`src/hw/rtl/one_shot_timer_table_assert.svh`:
```
// ----------------------------------------------------------------------------
// One-shot timer table assertion macros
// Concurrent checks on the table clock, disabled while reset is asserted.
// ----------------------------------------------------------------------------
`ifndef ONE_SHOT_TIMER_TABLE_ASSERT_SVH
`define ONE_SHOT_TIMER_TABLE_ASSERT_SVH

// same-cycle implication
`define OTT_ASSERT_NOW(name, ante, cons, msg) \
    name: assert property (@(posedge i_clk) disable iff (!i_rst_n) \
        (ante) |-> (cons)) else $error(msg);

// next-cycle implication
`define OTT_ASSERT_NEXT(name, ante, cons, msg) \
    name: assert property (@(posedge i_clk) disable iff (!i_rst_n) \
        (ante) |=> (cons)) else $error(msg);

`endif

```
`src/hw/rtl/ott_pkg.sv`:
```
// ----------------------------------------------------------------------------
// One-shot timer table package
// Sizes, slot and cell control types, opcodes and status codes.
// ----------------------------------------------------------------------------
package ott_pkg;

    localparam int NUM_TIMERS  = 8;
    localparam int COUNT_BITS  = 16;
    localparam int ID_BITS     = 3;
    localparam int PERIOD_BITS = 16;
    localparam int CNT_BITS    = $clog2(NUM_TIMERS + 1);

    localparam logic OP_ADD  = 1'b0;
    localparam logic OP_TICK = 1'b1;

    localparam logic [1:0] ST_ADDED    = 2'd0;
    localparam logic [1:0] ST_DUP      = 2'd1;
    localparam logic [1:0] ST_ZERO     = 2'd2;
    localparam logic [1:0] ST_TICK_RPT = 2'd3;

    typedef struct packed {
        logic                  valid;
        logic [ID_BITS-1:0]    id;
        logic [COUNT_BITS-1:0] rem;
    } t_slot;

    typedef struct packed {
        logic shift;  // take the right neighbor's slot
        logic load;   // take the shared load slot (wins over shift)
    } t_cell_ctrl;

endpackage

```
`src/hw/rtl/one_shot_timer_table.sv`:
```
// ----------------------------------------------------------------------------
// One-shot timer table
// Ordered list of one-shot countdown timers held in a row of shifting cells.
// ----------------------------------------------------------------------------
//  channel  | direction | handshake            | fields
//  ---------+-----------+----------------------+------------------------------
//  command  | in        | start & !busy        | i_opcode i_timer_id i_period
//  result   | out       | o_strobe, one cycle  | o_status o_fired o_fired_id
//           |           |                      | o_last
//
// An add is answered in the cycle after its transfer; busy stays low, so adds
// may follow back to back. During a tick with N armed timers, busy is high: the
// cell row rotates once per armed timer through the head cell, then the last
// report goes out. A fired report is held until the next fire or the tick end.
// This lets last be marked. Synchronous active-low reset empties the table.
// Results cannot be stalled.
module one_shot_timer_table
    import ott_pkg::*;
(
    input  logic                   i_clk,
    input  logic                   i_rst_n,
    input  logic                   start,
    output logic                   busy,
    input  logic                   i_opcode,
    input  logic [ID_BITS-1:0]     i_timer_id,
    input  logic [PERIOD_BITS-1:0] i_period,
    output logic                   o_strobe,
    output logic [1:0]             o_status,
    output logic                   o_fired,
    output logic [ID_BITS-1:0]     o_fired_id,
    output logic                   o_last
);

    localparam int WIDE = (COUNT_BITS > PERIOD_BITS) ? COUNT_BITS : PERIOD_BITS;
    localparam logic [WIDE-1:0] CNT_MAX_W = WIDE'({COUNT_BITS{1'b1}});

    typedef enum logic [1:0] {
        S_IDLE = 2'b01,
        S_TICK = 2'b10
    } t_state;

    t_state                r_state, n_state;
    logic [CNT_BITS-1:0]   r_cnt, n_cnt;
    logic [CNT_BITS-1:0]   r_left, n_left;
    logic                  r_pend, n_pend;
    logic [ID_BITS-1:0]    r_pend_id, n_pend_id;

    logic                  r_strobe, n_strobe;
    logic [1:0]            r_status, n_status;
    logic                  r_fired, n_fired;
    logic [ID_BITS-1:0]    r_fired_id, n_fired_id;
    logic                  r_last, n_last;

    t_slot                 w_slot [NUM_TIMERS];
    t_slot                 w_nb   [NUM_TIMERS];
    t_cell_ctrl            w_ctrl [NUM_TIMERS];
    logic [NUM_TIMERS-1:0] w_match;
    logic [NUM_TIMERS-1:0] w_valid;
    t_slot                 w_ld;
    logic                  w_shift;
    logic                  w_load;
    logic [CNT_BITS-1:0]   w_tail;

    logic                  w_accept;
    logic [WIDE-1:0]       w_period_w;
    logic [COUNT_BITS-1:0] w_period_sat;
    logic [COUNT_BITS-1:0] w_head_dec;
    logic                  w_head_fire;

    assign w_accept = start && !busy;
    assign busy     = (r_state != S_IDLE);

    // ------------------------------------------------------------------------
    // cell row: cell i takes cell i+1 on a shift; the end cell takes an empty
    // ------------------------------------------------------------------------
    genvar g;
    generate
        for (g = 0; g < NUM_TIMERS; g++) begin : g_cell
            if (g == NUM_TIMERS - 1) begin : g_end
                assign w_nb[g] = '0;
            end else begin : g_mid
                assign w_nb[g] = w_slot[g+1];
            end

            assign w_ctrl[g].shift = w_shift;
            assign w_ctrl[g].load  = w_load && (CNT_BITS'(g) == w_tail);
            assign w_valid[g]      = w_slot[g].valid;

            ott_cell u_cell (
                .i_clk      (i_clk),
                .i_rst_n    (i_rst_n),
                .i_ctrl     (w_ctrl[g]),
                .i_nb       (w_nb[g]),
                .i_ld       (w_ld),
                .i_match_id (i_timer_id),
                .o_slot     (w_slot[g]),
                .o_match    (w_match[g])
            );
        end
    endgenerate

    // period saturates to the counter range
    always_comb begin
        w_period_w = WIDE'(i_period);
        if (w_period_w > CNT_MAX_W) begin
            w_period_sat = COUNT_BITS'(CNT_MAX_W);
        end else begin
            w_period_sat = COUNT_BITS'(w_period_w);
        end
    end

    assign w_head_dec  = w_slot[0].rem - COUNT_BITS'(1);
    assign w_head_fire = (w_head_dec == '0);

    always_comb begin
        n_state    = r_state;
        n_cnt      = r_cnt;
        n_left     = r_left;
        n_pend     = r_pend;
        n_pend_id  = r_pend_id;
        n_strobe   = 1'b0;
        n_status   = ST_ADDED;
        n_fired    = 1'b0;
        n_fired_id = '0;
        n_last     = 1'b0;
        w_shift    = 1'b0;
        w_load     = 1'b0;
        w_tail     = r_cnt;
        w_ld       = '{valid: 1'b1, id: i_timer_id, rem: w_period_sat};

        case (r_state)
            S_IDLE: begin
                if (w_accept) begin
                    if (i_opcode == OP_ADD) begin
                        n_strobe = 1'b1;
                        n_last   = 1'b1;
                        if (|w_match) begin
                            n_status = ST_DUP;
                        end else if (i_period == '0) begin
                            n_status = ST_ZERO;
                        end else if (r_cnt == CNT_BITS'(NUM_TIMERS)) begin
                            n_status = ST_DUP;
                        end else begin
                            n_status = ST_ADDED;
                            w_load   = 1'b1;
                            n_cnt    = r_cnt + CNT_BITS'(1);
                        end
                    end else begin
                        n_state = S_TICK;
                        n_left  = r_cnt;
                        n_pend  = 1'b0;
                    end
                end
            end
            S_TICK: begin
                if (r_left != '0) begin
                    // pop the head, requeue it at the tail unless it expired
                    w_shift = 1'b1;
                    w_tail  = r_cnt - CNT_BITS'(1);
                    w_ld    = '{valid: 1'b1, id: w_slot[0].id, rem: w_head_dec};
                    n_left  = r_left - CNT_BITS'(1);
                    if (w_head_fire) begin
                        n_cnt     = r_cnt - CNT_BITS'(1);
                        n_pend    = 1'b1;
                        n_pend_id = w_slot[0].id;
                        if (r_pend) begin
                            n_strobe   = 1'b1;
                            n_status   = ST_TICK_RPT;
                            n_fired    = 1'b1;
                            n_fired_id = r_pend_id;
                        end
                    end else begin
                        w_load = 1'b1;
                    end
                end else begin
                    n_state    = S_IDLE;
                    n_strobe   = 1'b1;
                    n_status   = ST_TICK_RPT;
                    n_last     = 1'b1;
                    n_fired    = r_pend;
                    n_fired_id = r_pend ? r_pend_id : '0;
                end
            end
            default: begin
                n_state = S_IDLE;
            end
        endcase
    end

    always_ff @(posedge i_clk) begin
        if (!i_rst_n) begin
            r_state  <= S_IDLE;
            r_cnt    <= '0;
            r_left   <= '0;
            r_pend   <= 1'b0;
            r_strobe <= 1'b0;
        end else begin
            r_state  <= n_state;
            r_cnt    <= n_cnt;
            r_left   <= n_left;
            r_pend   <= n_pend;
            r_strobe <= n_strobe;
        end
    end

    always_ff @(posedge i_clk) begin
        r_pend_id  <= n_pend_id;
        r_status   <= n_status;
        r_fired    <= n_fired;
        r_fired_id <= n_fired_id;
        r_last     <= n_last;
    end

    assign o_strobe   = r_strobe;
    assign o_status   = r_status;
    assign o_fired    = r_fired;
    assign o_fired_id = r_fired_id;
    assign o_last     = r_last;

    // ------------------------------------------------------------------------
    // assertions
    // ------------------------------------------------------------------------
`include "one_shot_timer_table_assert.svh"

    `OTT_ASSERT_NOW(a_cnt_matches_valid, 1'b1, $countones(w_valid) == r_cnt, "count mismatch")
    `OTT_ASSERT_NEXT(a_add_reply, w_accept && (i_opcode == OP_ADD), o_strobe && o_last && (o_status != ST_TICK_RPT), "add reply missing")
    `OTT_ASSERT_NOW(a_tick_end_idle, o_strobe && o_last && (o_status == ST_TICK_RPT), !busy, "tick end while busy")
    `OTT_ASSERT_NOW(a_quiet_is_last, o_strobe && (o_status == ST_TICK_RPT) && !o_fired, o_last && (o_fired_id == '0), "quiet report not last")

endmodule

```
`src/hw/rtl/ott_cell.sv`:
```
// ----------------------------------------------------------------------------
// One-shot timer table cell
// Holds one timer slot; shifts from its right neighbor or loads a new slot.
// ----------------------------------------------------------------------------
module ott_cell
    import ott_pkg::*;
(
    input  logic               i_clk,
    input  logic               i_rst_n,
    input  t_cell_ctrl         i_ctrl,
    input  t_slot              i_nb,
    input  t_slot              i_ld,
    input  logic [ID_BITS-1:0] i_match_id,
    output t_slot              o_slot,
    output logic               o_match
);

    logic                  r_valid;
    logic [ID_BITS-1:0]    r_id;
    logic [COUNT_BITS-1:0] r_rem;

    always_ff @(posedge i_clk) begin
        if (!i_rst_n) begin
            r_valid <= 1'b0;
        end else if (i_ctrl.load) begin
            r_valid <= i_ld.valid;
        end else if (i_ctrl.shift) begin
            r_valid <= i_nb.valid;
        end
    end

    always_ff @(posedge i_clk) begin
        if (i_ctrl.load) begin
            r_id  <= i_ld.id;
            r_rem <= i_ld.rem;
        end else if (i_ctrl.shift) begin
            r_id  <= i_nb.id;
            r_rem <= i_nb.rem;
        end
    end

    assign o_slot  = '{valid: r_valid, id: r_id, rem: r_rem};
    assign o_match = r_valid && (r_id == i_match_id);

endmodule
```
`config.mk`:
```
export PLATFORM = sky130hd
export DESIGN_NAME = one_shot_timer_table
export DESIGN_NICKNAME = d
export VERILOG_FILES = /design/src/hw/rtl/ott_pkg.sv /design/src/hw/rtl/one_shot_timer_table.sv /design/src/hw/rtl/ott_cell.sv
export VERILOG_INCLUDE_DIRS = /design/src /design/src/hw/rtl
export SDC_FILE = /design/constraint.sdc
export NUM_CORES = 1
export LEC_CHECK = 0
export ABC_CLOCK_PERIOD_IN_PS = 4400
export BUFFER_PORTS_ARGS = -buffer_cell sky130_fd_sc_hd__clkbuf_2
export CORE_ASPECT_RATIO = 0.75
export CORE_MARGIN = 2
export CORE_UTILIZATION = 32
export CTS_CLUSTER_SIZE = 40
export DETAILED_ROUTE_END_ITERATION = 6
export GPL_ROUTABILITY_DRIVEN = 0
export PLACE_DENSITY = 0.47
export SYNTH_ARGS = -nofsm -noshare
export SYNTH_HDL_FRONTEND = slang
export SYNTH_SLANG_ARGS = --single-unit
```
`constraint.sdc`:
```
create_clock -name i_clk -period 4.4 [get_ports i_clk]
set_input_delay 0.66 -clock i_clk [delete_from_list [all_inputs] [get_ports i_clk]]
set_output_delay 0.66 -clock i_clk [all_outputs]
set_load 0.05 [all_outputs]
```
==> reports/results.md, run 1 <==
## STA
* 0 — number of failing hold endpoints at the final stage
* 0 ns — total negative slack
* 3.757 ns — min Tclk post-route
* 23.10% — worst slew slack as a fraction of its limit
* 0 — pins over their slew limit
* false — setup repair after global routing missed its margin
* 85.40% — final clock period utilization by the worst path
* 266.1 MHz — maximum operating frequency
* 1.141 ns — Worst Tran Pin Value
* 0.01487 ns — Final Skew
* 0 — setup violators final

## Floorplan
* 196.8 um — horizontal die dimension
* 32.80% — Initial Util
* 148.6 um — vertical die dimension
* 0.02720 mm2 — Core ar.
* 52 — Rows
* 32 — ports placed on the boundary
* 0.02924 mm2 — die area

## Critical path
* nor4_1 -> nand4_1 -> xor2_1 -> nor4bb_1 -> buf_4 -> nor3b_2 -> o21a_1 -> buf_12 -> mux2_1 — cell-by-cell listing of the critical path
* flip-flop — kind of start point of the critical path
* 14 — Max FO, Critical Path
* 4.59 ns — Worst Path Required
* flip-flop — Crit. End Element
* reg2reg — category of the most critical setup path
* 0.79 ns — delay of the slowest cell on the worst path
* sky130_fd_sc_hd__nor4_1 — Slowest-stage cell, CP
* 3.95 ns — arrival time at the worst endpoint

## Logic synthesis
* 13.12 um2 — mean area per synthesized cell
* 53 — number of different library cells in the post-synthesis netlist
* 0% — Async S/R FF share, synth
* sky130_fd_sc_hd__edfxtp_1 — biggest area consumer among synthesized cells
* 0 — Synth Warn #
* 0.008920 mm2 — combined area of all synthesized cells
* 58.24% — Seq/Total Area, Yosys
* sky130_fd_sc_hd__edfxtp_1 — dominant synthesized flop cell
* 52.18% — top-area cell type share of the netlist area
* sky130_fd_sc_hd__edfxtp_1 52%, sky130_fd_sc_hd__mux2_1 17%, sky130_fd_sc_hd__dfxtp_1 6.1% — leading post-synthesis cells by cell area
* 182 — flip-flop and latch count after synthesis
* 155 — EDFF count, synth
* 710 — post-synth net total
* 680 — post-synthesis instance total

## Power and ir drop
* 252.5 uV — peak ir drop on the vdd network
* 3.757 mW — overall power after layout
* 51.3% — sequential cell fraction of total power
* 7.9% — combinational share of power
* 25.21% — fraction of power spent switching nets
* 2.810 mW — Pint
* 0.9472 mW — switching power of the nets
* 3.724 nW — leakage power of the design
* 370.7 mW/mm2 — power density over the cells
* 40.8% — portion of total power attributed to the clock network

## Routing
* 5.038 — detailed-route vias per instance
* 5 — router iterations before antenna repair
* 0 — Residual DRC
* 18.04 um — per-cell routed wire length
* 5491 — total number of vias
* 19.67 mm — total wirelength of the detailed-routed design
* 0 — number of nets with antenna violations after detailed routing
* 358 — DRC violation total after the first TritonRoute iteration

## Global routing
* 0 — antenna violations before repair
* 14.19% — overall fraction of global-route tracks in use
* 38 — maximum number of pins on one net before global-route repair
* 5511 — via count of the first global-routing pass
* 31.91 mm — global-route wire length before repair
* 0 — Remaining Overflow, GRT

## Layout
* 756 — Final Net Count
* 13.61% — layout overhead on the synthesized area
* 14.07% — layout cell share with drive strength beyond 1
* 37.26% — post-layout utilization of the core
* 0.005195 mm2 — sequential cell area in the final layout
* 2608 — fillers
* 155 x sky130_fd_sc_hd__edfxtp_1, 133 x sky130_fd_sc_hd__mux2_1, 42 x sky130_fd_sc_hd__nand2_1, 40 x sky130_fd_sc_hd__nor2_1, 33 x sky130_fd_sc_hd__xnor2_1 — most used cells in the layout excluding fill and tap cells
* 0.003463 mm2 — area taken by multi-input logic gates
* sky130_fd_sc_hd__edfxtp_1 — leading cell type in the layout, fill and taps excluded
* 0 — number of inserted diodes

## Clocking
* 182 — Sink Count
* sky130_fd_sc_hd__clkbuf_16 — Root Buffer Master
* 0 — count of cells resized by post-cts repair
* 17 — Inserted Clock Buffers
* yes — CTS tree
* 0 — hold-fix buffer count after cts
* 2 — Max Root-Sink Buffers
* 4 — number of levels in the clock H-tree
* 0 — buffers inserted during post-CTS setup optimization
* 0.44 ns — Worst-Skew Late Latency
* 0.07 ns — clock transition at the registers of the reported paths

## Placement
* 31 — PortBufs
* 14.17 mm — placed wire-length estimate after detailed placement

## Outcome
* finished, final reports clean — outcome

## Hold path
* reg2reg — class of the tightest hold or removal check

## Run
* 0 — number of max-cap violations

[synthesized netlist by cell type, drive strengths merged (2+ instances only)]
cell / count
edfxtp: 155
mux2: 133
nand2: 42
nor2: 40
xnor2: 33
dfxtp: 27
nor2b: 27
o21ai: 24
buf: 21
nand4: 16
clkbuf: 15
a21oi: 12
inv: 11
o21a: 11
nor3: 10
o31ai: 10
or2: 9
or3: 8
a31oi: 7
ha: 7
nand3: 7
nor4: 6
or4: 5
and2: 4
nand2b: 4
nor3b: 4
xor2: 4
a211oi: 3
a22oi: 3
nand3b: 3
a21o: 2
and3: 2
o32ai: 2
or3b: 2
[power groups by stage]
stage	Clock (mW)	Combinational [mW]	Sequential (mW)
floorplan	0	0.206	1.96
global placement	0	0.289	1.97
detailed placement	0	0.295	1.97
CTS	1.57	0.299	1.93
global route	1.64	0.329	1.93
finish	1.53	0.297	1.93
[worst max-delay path: cells and delay by family (launching register included)]
family	cells	cell delay, ns
flops	1	0.52
simple gates	4	1.52
mux	1	0.32
compound gates	1	0.38
buf+inv	2	0.49
xor+xnor	1	0.28
[state kept, by name (all words and copies together), names as in the netlist]
register / count
g_cell.u_cell.r_id: 24
g_cell.u_cell.r_rem: 128
g_cell.u_cell.r_valid: 8
o_fired: 1
o_fired_id: 3
o_last: 1
o_status: 2
o_strobe: 1
r_cnt: 4
r_left: 4
r_pend: 1
r_pend_id: 3
r_state: 2
[path summary, 6_finish.rpt]
path              depth (start not counted)                 startpoint                        end  slack (ns)
setup / recovery                          9  g_cell[0].u_cell.r_rem[0]  g_cell[6].u_cell.r_rem[4]        0.64
hold / removal                            1               r_pend_id[1]              o_fired_id[1]        0.44
setup reg to reg                          9  g_cell[0].u_cell.r_rem[0]  g_cell[6].u_cell.r_rem[4]        0.64
hold reg to reg                           1               r_pend_id[1]              o_fired_id[1]        0.44
[cell type report]
class	count	share of cell area, %
clock buffer	17	4.198
clock inverter	15	1.556
inverter	12	0.4445
multi-input combinational	450	34.18
sequential	182	51.27
tap	351	4.334
timing repair buffer	63	4.025
[per-layer routing]
layer | global-route usage [%] | up-vias | share of wire, %
met2 | 20.57 | 108 | 43
met4 | 3.383 | 0 | 0.60
met3 | 3.220 | 13 | 3.6
met1 | 21.37 | 2734 | 53
met5 | 0 | - | 0
li1 | - | 2636 | -
[cell families (layout without fill, tap and decap cells)]
| family | count (synthesis) | after routing | share of synthesized area, % |
|---|---|---|---|
| compound gates | 80 | 80 | 5.906 |
| xor+xnor | 37 | 37 | 3.633 |
| simple gates | 192 | 192 | 11.40 |
| mux | 134 | 134 | 16.90 |
| fa+ha+maj | 7 | 7 | 0.9819 |
| flops | 182 | 182 | 58.24 |
| buf+inv | 48 | 107 | 2.932 |
[metrics by stage]
step | setup slack, ns | instance area [um2] | instances | hold WS [ns]
after floorplan | 1.098 | 8920 | 680 | 0.4203
after global placement | 0.8000 | 9550 | 1058 | 0.4270
after global routing | 0.4174 | 10130 | 1090 | 0.4805
after detailed placement | 0.6934 | 9550 | 1058 | 0.4314
after CTS | 0.7218 | 10130 | 1090 | 0.4481
final | 0.6425 | 10130 | 1090 | 0.4437
Note: power is estimated with default switching activity, not from simulation.
==> inputs of run 2 (changes only) <==
--- a/config.mk
+++ b/config.mk
@@ -17,4 +17,5 @@
 export PLACE_DENSITY = 0.47
 export SYNTH_ARGS = -nofsm -noshare
 export SYNTH_HDL_FRONTEND = slang
+export SYNTH_HIERARCHICAL = 1
 export SYNTH_SLANG_ARGS = --single-unit
==> reports/results.md, run 2 <==
## Floorplan
* 32 — ports placed on the boundary, unchanged
* 32.59% — Initial Util, was 32.80%
* 0.03227 mm2 — die area, was 0.02924 mm2
* 206.8 um — horizontal die dimension, was 196.8 um
* 156.1 um — vertical die dimension, was 148.6 um
* 55 — Rows, was 52
* 0.03028 mm2 — Core ar., was 0.02720 mm2

## Power and ir drop
* 2.829 mW — Pint, was 2.810 mW
* 9.4% — combinational share of power, was 7.9%
* 336.6 mW/mm2 — power density over the cells, was 370.7 mW/mm2
* 24.41% — fraction of power spent switching nets, was 25.21%
* 0.9138 mW — switching power of the nets, was 0.9472 mW
* 39.0% — portion of total power attributed to the clock network, was 40.8%
* 4.127 nW — leakage power of the design, was 3.724 nW
* 51.6% — sequential cell fraction of total power, was 51.3%
* 210.8 uV — peak ir drop on the vdd network, was 252.5 uV

## Routing
* 0 — Residual DRC, unchanged
* 18.82 mm — total wirelength of the detailed-routed design, was 19.67 mm
* 6 — router iterations before antenna repair, was 5
* 5295 — total number of vias, was 5491
* 16.28 um — per-cell routed wire length, was 18.04 um
* 4.580 — detailed-route vias per instance, was 5.038
* 307 — DRC violation total after the first TritonRoute iteration, was 358
* 0 — number of nets with antenna violations after detailed routing, unchanged

## STA
* 0 — setup violators final, unchanged
* 3.793 ns — min Tclk post-route, was 3.757 ns
* 0 — number of failing hold endpoints at the final stage, unchanged
* false — setup repair after global routing missed its margin, unchanged
* 263.7 MHz — maximum operating frequency, was 266.1 MHz
* 0.6075 ns — min setup slack post-route, was 0.6425 ns
* 0.4457 ns — Hold Worst Slack, was 0.4437 ns
* 0 ns — total negative slack, unchanged
* 0 — pins over their slew limit, unchanged
* 86.19% — final clock period utilization by the worst path, was 85.40%
* 0.9901 ns — Worst Tran Pin Value, was 1.141 ns
* 33.55% — worst slew slack as a fraction of its limit, was 23.10%
* 0.008495 ns — Final Skew, was 0.01487 ns

## Clocking
* 2 — Max Root-Sink Buffers, unchanged
* yes — CTS tree, unchanged
* 17 — Inserted Clock Buffers, unchanged
* 0.43 ns — Worst-Skew Late Latency, was 0.44 ns
* 0.06 ns — clock transition at the registers of the reported paths, was 0.07 ns
* 0 — hold-fix buffer count after cts, unchanged
* sky130_fd_sc_hd__clkbuf_16 — Root Buffer Master, unchanged
* 182 — Sink Count, unchanged
* 4 — number of levels in the clock H-tree, unchanged

## Logic synthesis
* 692 — post-synthesis instance total, was 680
* 6 — Synth Warn #, was 0
* 14.26 um2 — mean area per synthesized cell, was 13.12 um2
* 0.009868 mm2 — combined area of all synthesized cells, was 0.008920 mm2

## Placement
* 31 — PortBufs, unchanged
* 1121 — Cell Count Post-Placement, was 1058
* 0.3768 ns — worst-case setup slack after placement, was 0.6934 ns
* 0.01053 mm2 — area after detailed placement, was 0.009550 mm2
* 14.46 mm — placed wire-length estimate after detailed placement, was 14.17 mm

## Global routing
* 0 — antenna violations before repair, unchanged
* 0 — Remaining Overflow, GRT, unchanged
* 32 — maximum number of pins on one net before global-route repair, was 38
* 12.26% — overall fraction of global-route tracks in use, was 14.19%
* 5351 — via count of the first global-routing pass, was 5511
* 30.04 mm — global-route wire length before repair, was 31.91 mm

## Layout
* g_cell.u_cell/r_rem — register with the most flip-flops, was g_cell.u_cell.r_rem
* sky130_fd_sc_hd__edfxtp_1 — leading cell type in the layout, fill and taps excluded, unchanged
* 35.01% — layout cell share with drive strength beyond 1, was 14.07%
* 0.01112 mm2 — post-route standard cell area excluding fillers, was 0.01013 mm2
* 0.005195 mm2 — sequential cell area in the final layout, unchanged
* 128 — flip-flop count of the largest register, all copies and words added, unchanged
* 155 x sky130_fd_sc_hd__edfxtp_1, 152 x sky130_fd_sc_hd__mux2_4, 49 x sky130_fd_sc_hd__nand2_1, 31 x sky130_fd_sc_hd__clkbuf_2, 30 x sky130_fd_sc_hd__xnor2_1 — most used cells in the layout excluding fill and tap cells, was 155 x sky130_fd_sc_hd__edfxtp_1, 133 x sky130_fd_sc_hd__mux2_1, 42 x sky130_fd_sc_hd__nand2_1, 40 x sky130_fd_sc_hd__nor2_1, 33 x sky130_fd_sc_hd__xnor2_1
* 774 — Final Net Count, was 756
* 0 — number of inserted diodes, unchanged
* 2907 — fillers, was 2608
* 1156 — number of standard cells in the final layout excluding fillers, was 1090
* 12.69% — layout overhead on the synthesized area, was 13.61%
* 0.004452 mm2 — area taken by multi-input logic gates, was 0.003463 mm2
* g_cell.u_cell/r_rem: 128 flops, g_cell.u_cell/r_id: 24 flops, g_cell.u_cell/r_valid: 8 flops — biggest registers after layout, was g_cell.u_cell.r_rem: 128 flops, g_cell.u_cell.r_id: 24 flops, g_cell.u_cell.r_valid: 8 flops

## Critical path
* 22 — Max FO, Critical Path, was 14
* 0.61 ns — Reg2Reg Setup Slack, was 0.64 ns
* 4.52 ns — Worst Path Required, was 4.59 ns
* flip-flop — kind of start point of the critical path, unchanged
* flip-flop — Crit. End Element, unchanged
* 3.91 ns — arrival time at the worst endpoint, was 3.95 ns
* reg2reg — category of the most critical setup path, unchanged

## Hold path
* reg2reg — class of the tightest hold or removal check, unchanged

## Run
* 0 — number of max-cap violations, unchanged

## Outcome
* finished, final reports clean — outcome, unchanged

[run 2: final cells by class]
| class | instances | area share (%) |
|---|---|---|
| Tap cell | 399 | 4.489 |
| Sequential cell | 182 | 46.71 |
| Clock inverter | 14 | 1.148 |
| Clock buffer | 18 | 3.859 |
| Inverter | 14 | 0.4725 |
| Timing Repair Buffer | 49 | 3.285 |
| Multi-Input combinational cell | 480 | 40.03 |
[run 2: layer usage]
layer | up-vias | wire [um] | global-route usage (%)
met2 | 85 | 7533 | 16.53
met1 | 2531 | 10350 | 18.93
met5 | - | 0 | 0
li1 | 2662 | - | -
met4 | 0 | 274 | 4.154
met3 | 17 | 663 | 2.736
[run 2: repair_timing]
action / 4_1_cts / 5_1_grt
gates resized for setup: 0 / 0
endpoints found under the setup margin: 0 / 17
buffers inserted: 0 / 3
[run 2: stage by stage]
step	power [mW]	util [%]
final	3.743	36.73
after floorplan	2.209	-
after detailed placement	2.316	34.77
after global routing	3.900	36.73
after CTS	3.779	36.61
after global placement	2.306	34.77
[run 2: critical path, stage by stage (launching register included)]
cell	delay (ns)
sky130_fd_sc_hd__edfxtp_1	0.52
sky130_fd_sc_hd__inv_1	0.10
sky130_fd_sc_hd__ha_1	0.34
sky130_fd_sc_hd__nor3b_2	0.42
sky130_fd_sc_hd__a32o_1	0.23
sky130_fd_sc_hd__a32o_1	0.22
sky130_fd_sc_hd__and3_1	0.22
sky130_fd_sc_hd__nand4_4	0.21
sky130_fd_sc_hd__a22oi_2	0.29
sky130_fd_sc_hd__buf_12	0.17
sky130_fd_sc_hd__nor4bb_4	0.06
sky130_fd_sc_hd__buf_12	0.19
sky130_fd_sc_hd__or2_2	0.49
[run 2: worst paths after layout]
kind	start	end	cells after the start
max reg2reg	g_cell[0].u_cell/r_rem[0]	g_cell[1].u_cell/r_rem[13]	12
min reg2reg	r_pend_id[0]	o_fired_id[0]	1
min	r_pend_id[0]	o_fired_id[0]	1
max	g_cell[0].u_cell/r_rem[0]	g_cell[1].u_cell/r_rem[13]	12
[run 2: power by group through the flow]
stage / clock network [mW] / logic (mW) / registers, mW
floorplan: 0 / 0.253 / 1.96
finish: 1.46 / 0.352 / 1.93
global placement: 0 / 0.338 / 1.97
CTS: 1.50 / 0.347 / 1.93
global route: 1.58 / 0.386 / 1.94
detailed placement: 0 / 0.346 / 1.97
==> inputs of run 3 (changes only) <==
--- a/config.mk
+++ b/config.mk
@@ -8,13 +8,15 @@
 export LEC_CHECK = 0
 export ABC_CLOCK_PERIOD_IN_PS = 4400
 export BUFFER_PORTS_ARGS = -buffer_cell sky130_fd_sc_hd__clkbuf_2
+export CELL_PAD_IN_SITES_DETAIL_PLACEMENT = 1
+export CELL_PAD_IN_SITES_GLOBAL_PLACEMENT = 1
 export CORE_ASPECT_RATIO = 0.75
 export CORE_MARGIN = 2
 export CORE_UTILIZATION = 32
 export CTS_CLUSTER_SIZE = 40
 export DETAILED_ROUTE_END_ITERATION = 6
 export GPL_ROUTABILITY_DRIVEN = 0
-export PLACE_DENSITY = 0.47
+export PLACE_DENSITY = 0.53
 export SYNTH_ARGS = -nofsm -noshare
 export SYNTH_HDL_FRONTEND = slang
 export SYNTH_HIERARCHICAL = 1
==> reports/results.md, run 3 (same netlist as run 2, synthesis figures left out) <==
## Critical path
* g_cell[1].u_cell/r_rem[5] — RR Endpoint, was g_cell[1].u_cell/r_rem[13]
* 11 — number of cell instances on the worst register-to-register path, was 12
* g_cell[1].u_cell/r_rem[5] — capture point of the worst path, was g_cell[1].u_cell/r_rem[13]
* g_cell[0].u_cell/r_rem[0] — worst setup path start, unchanged
* flip-flop — Crit. End Element, unchanged
* 4.17 ns — arrival time at the worst endpoint, was 3.91 ns
* g_cell[0].u_cell/r_rem[0] — startpoint of the worst-slack reg-to-reg timing path, unchanged
* 22 — Max FO, Critical Path, unchanged
* reg2reg — category of the most critical setup path, unchanged
* 0.35 ns — Reg2Reg Setup Slack, was 0.61 ns
* flip-flop — kind of start point of the critical path, unchanged
* 4.52 ns — Worst Path Required, about the same

## STA
* 91.97% — final clock period utilization by the worst path, was 86.19%
* 1.022 ns — Worst Tran Pin Value, was 0.9901 ns
* 247.1 MHz — maximum operating frequency, was 263.7 MHz
* 4.047 ns — min Tclk post-route, was 3.793 ns
* 0.4465 ns — Hold Worst Slack, was 0.4457 ns
* false — setup repair after global routing missed its margin, unchanged
* 0 — number of failing hold endpoints at the final stage, unchanged
* 0.01219 ns — Final Skew, was 0.008495 ns
* 31.42% — worst slew slack as a fraction of its limit, was 33.55%
* 0 ns — total negative slack, unchanged
* 0 — setup violators final, unchanged
* 0 — pins over their slew limit, unchanged

## Clocking
* 182 — Sink Count, unchanged
* sky130_fd_sc_hd__clkbuf_16 — Root Buffer Master, unchanged
* 2 — Max Root-Sink Buffers, unchanged
* 0 — buffers inserted during post-CTS setup optimization, unchanged
* 0 — hold-fix buffer count after cts, unchanged
* 0 — count of cells resized by post-cts repair, unchanged
* 17 — Inserted Clock Buffers, unchanged
* 4 — number of levels in the clock H-tree, unchanged
* 0.06 ns — clock transition at the registers of the reported paths, about the same
* 0.43 ns — Worst-Skew Late Latency, about the same
* yes — CTS tree, unchanged

## Hold path
* reg2reg — class of the tightest hold or removal check, unchanged

## Layout
* 128 — flip-flop count of the largest register, all copies and words added, unchanged
* 36.81% — post-layout utilization of the core, was 36.73%
* 155 x sky130_fd_sc_hd__edfxtp_1, 152 x sky130_fd_sc_hd__mux2_4, 49 x sky130_fd_sc_hd__nand2_1, 31 x sky130_fd_sc_hd__clkbuf_2, 30 x sky130_fd_sc_hd__xnor2_1 — most used cells in the layout excluding fill and tap cells, unchanged
* 0 — number of inserted diodes, unchanged
* g_cell.u_cell/r_rem — register with the most flip-flops, unchanged
* 772 — Final Net Count, was 774
* 12.93% — layout overhead on the synthesized area, was 12.69%
* sky130_fd_sc_hd__edfxtp_1 — leading cell type in the layout, fill and taps excluded, unchanged
* g_cell.u_cell/r_rem: 128 flops, g_cell.u_cell/r_id: 24 flops, g_cell.u_cell/r_valid: 8 flops — biggest registers after layout, unchanged
* 34.83% — layout cell share with drive strength beyond 1, was 35.01%

## Routing
* 0 — Residual DRC, unchanged
* 6 — router iterations before antenna repair, unchanged
* 167 — DRC violation total after the first TritonRoute iteration, was 307
* 20.50 mm — total wirelength of the detailed-routed design, was 18.82 mm
* 0 — number of nets with antenna violations after detailed routing, unchanged
* 4.776 — detailed-route vias per instance, was 4.580
* 17.76 um — per-cell routed wire length, was 16.28 um
* 5512 — total number of vias, was 5295

## Placement
* 15.67 mm — placed wire-length estimate after detailed placement, was 14.46 mm
* 31 — PortBufs, unchanged

## Floorplan
* 32.59% — Initial Util, unchanged
* 156.1 um — vertical die dimension, unchanged
* 32 — ports placed on the boundary, unchanged
* 0.03028 mm2 — Core ar., unchanged
* 0.03227 mm2 — die area, unchanged
* 206.8 um — horizontal die dimension, unchanged
* 55 — Rows, unchanged

## Outcome
* finished, final reports clean — outcome, unchanged

## Power and ir drop
* 344.1 mW/mm2 — power density over the cells, was 336.6 mW/mm2
* 4.137 nW — leakage power of the design, was 4.127 nW
* 3.835 mW — overall power after layout, was 3.743 mW
* 263.6 uV — peak ir drop on the vdd network, was 210.8 uV

## Global routing
* 0 — Remaining Overflow, GRT, unchanged
* 0 — antenna violations before repair, unchanged
* 35 — maximum number of pins on one net before global-route repair, was 32
* 13.30% — overall fraction of global-route tracks in use, was 12.26%
* 5753 — via count of the first global-routing pass, was 5351
* 32.59 mm — global-route wire length before repair, was 30.04 mm

## Run
* 0 — number of max-cap violations, unchanged

-- run 3: changes by cell type in the layout (fill, tap and decap cells not counted), sizes merged --
cell	change
clkbuf	-1
bufinv	+1
clkinv	-1
buf	-2
inv	+2
clkinvlp	-1
-- run 3: worst min-delay path by stage --
stage,startpoint,end,cells after the start
after floorplan,r_pend_id[0],o_fired_id[0],1
after global placement,r_pend_id[2],o_fired_id[2],1
after detailed placement,r_pend_id[0],o_fired_id[0],1
after CTS,r_pend_id[0],o_fired_id[0],1
after global routing,r_pend_id[1],o_fired_id[1],1
final,r_pend_id[0],o_fired_id[0],1
-- run 3: cell type report --
type	instances	area [um2]
clock buffer	17	425.4
fill	3186	19130
inverter	14	52.55
timing repair buffer	47	350.3
multi-input combinational	480	4452
tap	399	499.2
clock inverter	15	170.2
sequential	182	5195
-- run 3: layer usage --
metal  share of wire [%]  GRT usage, %
met1                  51         19.12
met2                  44         20.05
met3                 3.3         2.903
met4                 1.3         3.783
met5                   0             0
-- run 3: critical path: stages, from the launching register on --
cell	delay, ns
sky130_fd_sc_hd__edfxtp_1	0.52
sky130_fd_sc_hd__inv_1	0.12
sky130_fd_sc_hd__ha_1	0.34
sky130_fd_sc_hd__nor3b_2	0.42
sky130_fd_sc_hd__a32o_1	0.26
sky130_fd_sc_hd__a32o_1	0.19
sky130_fd_sc_hd__and3_1	0.19
sky130_fd_sc_hd__nand4_4	0.22
sky130_fd_sc_hd__a22oi_2	0.65
sky130_fd_sc_hd__nor4bb_4	0.12
sky130_fd_sc_hd__buf_12	0.20
sky130_fd_sc_hd__or2_2	0.49
-- run 3: power breakdown --
group | internal [mW] | leakage (nW) | switching (mW)
Clock | 0.853 | 0.291 | 0.702
Combinational | 0.145 | 2.23 | 0.203
Sequential | 1.89 | 1.62 | 0.0378
-- run 3: metrics by stage --
stage          std cells  setup slack (ns)  cell area, um2
2_1_floorplan        718            0.8779            9966
3_3_place_gp        1122            0.5291           10550
3_5_place_dp        1122            0.3765           10550
4_1_cts             1154            0.3623           11140
5_1_grt             1154           0.08553           11140
6_report            1154            0.3534           11140
